`config.mk`:
```
export PLATFORM = sky130hd
export DESIGN_NAME = fte_ctrl
export DESIGN_NICKNAME = d
export VERILOG_FILES = /design/src/sv/fte_pkg.sv /design/src/sv/fte_ctrl.sv
export SDC_FILE = /design/constraint.sdc
export NUM_CORES = 1
export LEC_CHECK = 0
export BUFFER_PORTS_ARGS = -buffer_cell sky130_fd_sc_hd__buf_4
export CORE_AREA = 2 2 39 41
export CTS_BUF_LIST = sky130_fd_sc_hd__clkbuf_2
export DETAILED_ROUTE_END_ITERATION = 8
export DIE_AREA = 0 0 41 43
export GPL_ROUTABILITY_DRIVEN = 0
export HOLD_SLACK_MARGIN = 0.08
export PLACE_DENSITY = 0.61
export SETUP_SLACK_MARGIN = 0.1
export SLEW_MARGIN = 20
export SYNTH_ARGS = -nofsm -noshare
export SYNTH_HDL_FRONTEND = slang
export SYNTH_SLANG_ARGS = --single-unit
```
`constraint.sdc`:
```
create_clock -name clk -period 1.1 [get_ports clk]
set_input_delay 0.22 -clock clk [delete_from_list [all_inputs] [get_ports clk]]
set_output_delay 0.22 -clock clk [all_outputs]
set_load 0.05 [all_outputs]
```
`src/sv/fte_pkg.sv`:
```
// ----------------------------------------------------------------------------
// FAT12 table engine package
// Shared types, codes and helper functions for the packed 12-bit table engine.
// ----------------------------------------------------------------------------
package fte_pkg;

  // Default table size in entries and the reset value of the scan limit.
  localparam int unsigned DEF_TABLE_ENTRIES = 4096;
  localparam logic [11:0] SCAN_LIMIT_RST    = 12'd2847;

  // Entry values with a fixed meaning.
  localparam logic [11:0] EOC_MIN       = 12'hFF0;
  localparam logic [11:0] FREE_MARK     = 12'h000;
  localparam logic [11:0] FIRST_CLUSTER = 12'd2;

  // Nibble masks for the shared byte between two entries.
  localparam logic [7:0] NIB_LO = 8'h0F;
  localparam logic [7:0] NIB_HI = 8'hF0;

  // Operation codes carried by the op field.
  typedef enum logic [1:0] {
    OP_READ  = 2'd0,
    OP_WRITE = 2'd1,
    OP_FIND  = 2'd2,
    OP_COUNT = 2'd3
  } op_t;

  // Controller states.
  typedef enum logic [2:0] {
    ST_CLEAR,
    ST_IDLE,
    ST_FETCH,
    ST_EVAL,
    ST_FINISH
  } state_t;

  // Commands from the controller to the datapath.
  typedef struct packed {
    logic clr_we;
    logic load_in;
    logic rd_en;
    logic mem_we;
    logic cnt_inc;
    logic cur_step;
    logic hit_set;
    logic out_load;
  } fte_cmd_t;

  // Status from the datapath to the controller.
  typedef struct packed {
    op_t  op;
    logic clr_last;
    logic idx_ok;
    logic scan_empty;
    logic is_zero;
    logic hit;
    logic at_top;
  } fte_status_t;

  // Assemble an entry from the two bytes it spans.
  function automatic logic [11:0] entry_decode(input logic [7:0] b0,
                                               input logic [7:0] b1,
                                               input logic       odd);
    logic [11:0] v;
    if (odd) begin
      v = {b1, b0[7:4]};
    end else begin
      v = {b1[3:0], b0};
    end
    return v;
  endfunction

  // Merge a new entry value into its two bytes, keeping the neighbor's nibble.
  // Returns {byte1, byte0}.
  function automatic logic [15:0] entry_merge(input logic [7:0]  b0,
                                              input logic [7:0]  b1,
                                              input logic        odd,
                                              input logic [11:0] v);
    logic [7:0] n0;
    logic [7:0] n1;
    if (odd) begin
      n0 = (b0 & NIB_LO) | ({v[3:0], 4'h0} & NIB_HI);
      n1 = v[11:4];
    end else begin
      n0 = v[7:0];
      n1 = (b1 & NIB_HI) | ({4'h0, v[11:8]} & NIB_LO);
    end
    return {n1, n0};
  endfunction

endpackage

```
`src/sv/fte_ctrl.sv`:
```
// ----------------------------------------------------------------------------
// FAT12 table engine controller
// Sequences the clearing pass, table accesses and scans, and owns the
// handshake state of both channels.
// ----------------------------------------------------------------------------
module fte_ctrl
  import fte_pkg::*;
(
  input  logic        clk,
  input  logic        rst,
  input  logic        in_valid,
  output logic        in_stall,
  output logic        out_valid,
  input  logic        out_stall,
  input  fte_status_t status,
  output fte_cmd_t    cmd
);

  state_t state;
  state_t state_next;
  logic   out_free;

  // The result slot can take a new beat when empty or being emptied.
  assign out_free = !out_valid || !out_stall;
  assign in_stall = (state != ST_IDLE);

  // State register.
  always_ff @(posedge clk) begin
    if (rst) begin
      state <= ST_CLEAR;
    end else begin
      state <= state_next;
    end
  end

  // Result valid flag.
  always_ff @(posedge clk) begin
    if (rst) begin
      out_valid <= 1'b0;
    end else if (cmd.out_load) begin
      out_valid <= 1'b1;
    end else if (!out_stall) begin
      out_valid <= 1'b0;
    end
  end

  // Next-state logic.
  always_comb begin
    state_next = state;
    unique case (state)
      ST_CLEAR: begin
        if (status.clr_last) state_next = ST_IDLE;
      end
      ST_IDLE: begin
        if (in_valid) state_next = ST_FETCH;
      end
      ST_FETCH: begin
        unique case (status.op)
          OP_READ, OP_WRITE: begin
            state_next = status.idx_ok ? ST_EVAL : ST_FINISH;
          end
          OP_FIND, OP_COUNT: begin
            state_next = status.scan_empty ? ST_FINISH : ST_EVAL;
          end
          default: state_next = ST_FINISH;
        endcase
      end
      ST_EVAL: begin
        unique case (status.op)
          OP_READ, OP_WRITE: state_next = ST_FINISH;
          OP_FIND: begin
            if (status.hit || status.at_top) begin
              state_next = ST_FINISH;
            end else begin
              state_next = ST_FETCH;
            end
          end
          OP_COUNT: begin
            state_next = status.at_top ? ST_FINISH : ST_FETCH;
          end
          default: state_next = ST_FINISH;
        endcase
      end
      ST_FINISH: begin
        if (out_free) state_next = ST_IDLE;
      end
      default: state_next = ST_CLEAR;
    endcase
  end

  // Command outputs.
  always_comb begin
    cmd = '0;
    unique case (state)
      ST_CLEAR: begin
        cmd.clr_we = 1'b1;
      end
      ST_IDLE: begin
        cmd.load_in = in_valid;
      end
      ST_FETCH: begin
        unique case (status.op)
          OP_READ, OP_WRITE: cmd.rd_en = status.idx_ok;
          OP_FIND, OP_COUNT: cmd.rd_en = !status.scan_empty;
          default: cmd.rd_en = 1'b0;
        endcase
      end
      ST_EVAL: begin
        unique case (status.op)
          OP_READ: begin
          end
          OP_WRITE: begin
            cmd.mem_we = 1'b1;
          end
          OP_FIND: begin
            cmd.hit_set  = status.hit;
            cmd.cur_step = !status.hit && !status.at_top;
          end
          OP_COUNT: begin
            cmd.cnt_inc  = status.is_zero;
            cmd.cur_step = !status.at_top;
          end
          default: begin
          end
        endcase
      end
      ST_FINISH: begin
        cmd.out_load = out_free;
      end
      default: begin
      end
    endcase
  end

endmodule

```
Yosys cells after proc, flatten, opt, wreduce, memory -nomap -nowiden --
Cells that the tools add are included.
Word-level totals: register bits 4, input bits 12, output and inout bits 10, logic and storage cells 49
Operators by class: equality and inequality tests 12, multiplexer cells 22, reduce and logical (&&, ||, !) cells 13
Operators by type and width (number):
- $mux 3 | 7
- $pmux 3 s5 | 1
- $mux 1 | 9
- $pmux 3 s3 | 1
- $eq 3x2->1 const B | 2
- $ne 2x2->1 const B | 3
- $pmux 3 s2 | 1
- $logic_not 1->1 | 5
- $eq 2x2->1 const B | 2
- $mux 4 | 1
- $pmux 1 s2 | 2
- $reduce_or 2->1 | 2
- $eq 3x1->1 const B | 1
- $eq 3x3->1 const B | 1
- $logic_not 3->1 | 1
- $ne 3x1->1 const B | 1
- $reduce_and 3->1 | 1
- $eq 2x1->1 const B | 1
- $logic_not 2->1 | 1
- $logic_or 1x1->1 | 2
- $ne 2x1->1 const B | 1
- $logic_and 1x1->1 | 1

Logic depth before layout (Yosys ltp) --
depth in word-level cells 4, gate-level depth with buffers 5, mapped depth without buffers 4

Worst setup path after synthesis --
Ideal clock, no wire load.
path type reg-to-output, start point reg state[1], end point out cmd[5] (netlist bit), arrival time 1.856 ns, data required time 0.880 ns, path slack -0.976 ns, stages on the path, launching flop included 4, buffers on the path 1, cell sequence dfxtp_1 -> buf_2 -> nor2b_1 -> nor3b_1
RTL lines:
- start: declaration | RTL line fte_ctrl.sv:19 | state_t state;
- start signal: assignment | RTL line fte_ctrl.sv:32 | state <= state_next;
- end: declaration | RTL line fte_ctrl.sv:16 | output fte_cmd_t cmd

==> results.toml <==
[run_status]
status = "complete, but fails checks"
violations = "negative setup slack"

[route]
post-route-drc-count = 0
drtAntennaViolNets = 0
wire_per_inst_um = 10.7
vias = 445
firstDrtPassIters = 4
drt_iter0_drc = 4
drt_wl_total_mm = 1.04
via_per_inst = 4.59

[synthesis]
synth.avg_cell_area_um2 = 7.11
yosysTopAreaCell = "dfxtp_1"
synth.most_common_cell = "nor2_1"
synth_cell_types = 20
synth-main-ff-cell = "dfxtp_1"
synthArstFlopShare_pct = 0
ys_seq_area_share_pct = 25.6
ys_top_cells_by_area = "dfxtp_1 26%, nor2_1 9.6%, nand2_1 7.2%"
synth_commonest_cells = "8 x nor2_1, 6 x nand2_1, 4 x dfxtp_1, 4 x nor3_1, 3 x a21oi_1"
syn_area_um2 = 313
yosysTopAreaCellShare_pct = 25.6
synthCells = 44
synth_edf_count = 0
synth_warnings = 0
synth_nets = 56
yosys_register_bits = 4

[die]
die_w_um = 41
fp.dieH_um = 43
rows = 14
core_area_mm2 = 0.00138
pin_count = 22
start_util_pct = 22.6
die-area_mm2 = 0.00176

[clock_network]
path_clk_slew_ns = 0.04
insertion_delay_ns = 0.20
numCtsBuffers = 3
cts_hold_buffers = 0
cts.sinks = 4
cts_buffer_depth = 2
root_buffer = "clkbuf_2"
h-tree-depth = 1
cts_tree = "done"

[critical_path]
crit_path_max_fanout = 5
cp.arrival_ns = 1.17
crit_chain = "nor2b_4 > nand2_2 > nor2_4 > buf_8"
slowest_stage = "dfxtp_4"
crit_path_max_incr_delay_ns = 0.36
critPathKind = "reg2out"
required_ns = 0.88
crit-reg2reg-launch = "state[0]"
reg2regPathDepth = 2
reg2reg_slack_ns = 0.04
worstSetupStartpoint = "state[1]"
startpoint_type = "flop"
endpoint_kind = "primary output"

[global_route]
grt_start_max_net_pins = 8
grt.total_usage_pct = 13.7
antenna_found_initial = 0
grt_pass1_wl_mm = 1.63
overflow = 0
grt_pass1_vias = 446

[sta]
fin_worst_skew_ns = 0.00265
finalSetupViolations = 9
maxSlewHeadroom_pct = 89.1
worst_pin_slew_ns = 0.159
setup_tns_ns = -2.17
finalCriticalPeriod_ns = 1.39
hold_violations = 0
worst_slack_ns = -0.286
fin_crit_sh_pct = 126
report.final.slew_viol_count = 0
max_freq_ghz = 0.722
rsz0062_at_grt = "true"

[final_layout]
seq_area_um2 = 92.6
drive_gt1_share_pct = 76.5
nNetsFinal = 95
fillers = 135
syn_to_final_growth_pct = 152
num_antenna_cells = 0
multi_input_area_um2 = 340

[placement]
dpl_worst_slack_ns = -0.236
port_buffers = 21
dp_hpwl_um = 784

[min_path]
hold_depth = 2
min_path_type = "in2reg"
hold_start = "rst"

[power]
leakage_nw = 0.354
irDropWorstVdd_uv = 522
power_density_mw_per_mm2 = 783

[job]
drv_cap = 0
==> worst max-delay path, delay by kind of cell (launching register included) <==
family	cells	cell delay, ns
and+or+nand+nor	3	0.44
DFF	1	0.36
buffers and inverters	1	0.16
==> per-layer routing <==
metal / wire, µm / track usage, % / up-vias / part of all wire (%)
met5: 0 / 0 / - / 0
met4: 41 / 10.7 / 0 / 3.9
met3: 20 / 1.57 / 4 / 1.9
met2: 562 / 22.5 / 9 / 54
met1: 417 / 14.7 / 202 / 40
li1: - / - / 230 / -
==> timing repair <==
| action | in CTS | in global routing |
|---|---|---|
| setup buffers | 2 | 0 |
| setup endpoints to repair | 12 | 12 |
| gates resized for setup | 17 | 6 |
| gates cloned | 0 | 0 |
| pin swaps | 2 | 1 |
==> state kept, by name, indices dropped and copies added, names as in the netlist <==
register	cells
state	3
out_valid	1
==> logic make-up (layout without fill, tap and decap cells) <==
group           Yosys count  after routing  synth area share (%)
compound gates            8              8                  18.8
buf+inv                   3             40                  4.40
flops                     4              4                  25.6
mux                       3              3                  10.0
simple gates             26             26                  41.2
==> final cells by class <==
cell class | count | share of cell area (%)
multi-input combinational | 37 | 43.2
timing repair buffer | 36 | 40.1
sequential | 4 | 11.8
tap | 16 | 2.54
clock buffer | 3 | 1.91
inverter | 1 | 0.477
==> power by group <==
| part | internal (mW) | total [mW] | switching (mW) |
|---|---|---|---|
| Combinational | 0.161 | 0.316 | 0.155 |
| Sequential | 0.153 | 0.169 | 0.0165 |
| Clock | 0.0733 | 0.131 | 0.0581 |
==> per-stage QoR <==
stage               hold WS (ns)  cell area, µm²  utilization, %  total power [mW]  cells
floorplan                  0.282             415               -             0.338     44
global placement           0.423             668            48.3             0.450     92
detailed placement         0.426             668            48.3             0.452     92
CTS                        0.216             766            55.3             0.624     97
global route               0.222             787            56.9             0.656     97
finish                     0.225             787            56.9             0.617     97
==> cell usage in the layout (no fill, tap or decap) <==
master / Yosys / routed
buf_4: 0 / 27
buf_6: 0 / 6
nor2_1: 8 / 4
nor2_4: 0 / 4
nand2_2: 0 / 3
nand2_1: 6 / 3
nor3_1: 4 / 3
clkbuf_2: 0 / 3
buf_8: 0 / 3
dfxtp_4: 0 / 3
nor2b_4: 0 / 2
mux2i_1: 2 / 2
a21oi_1: 3 / 2
a21oi_4: 0 / 1
nand3_4: 0 / 1
or3b_4: 1 / 1
inv_1: 1 / 1
nor3b_4: 0 / 1
nor3_4: 0 / 1
and3_4: 0 / 1
o21ai_0: 1 / 1
a21o_1: 1 / 1
mux2_4: 0 / 1
a21boi_2: 1 / 1
nor3b_2: 0 / 1
o221a_4: 0 / 1
nand2b_1: 1 / 1
o32ai_1: 1 / 1
dfxtp_2: 0 / 1
==> worst paths after layout <==
check	to
max	cmd[1]
min	out_valid
max reg2reg	state[1]
min reg2reg	out_valid
Power figures use the tool's default switching activity.
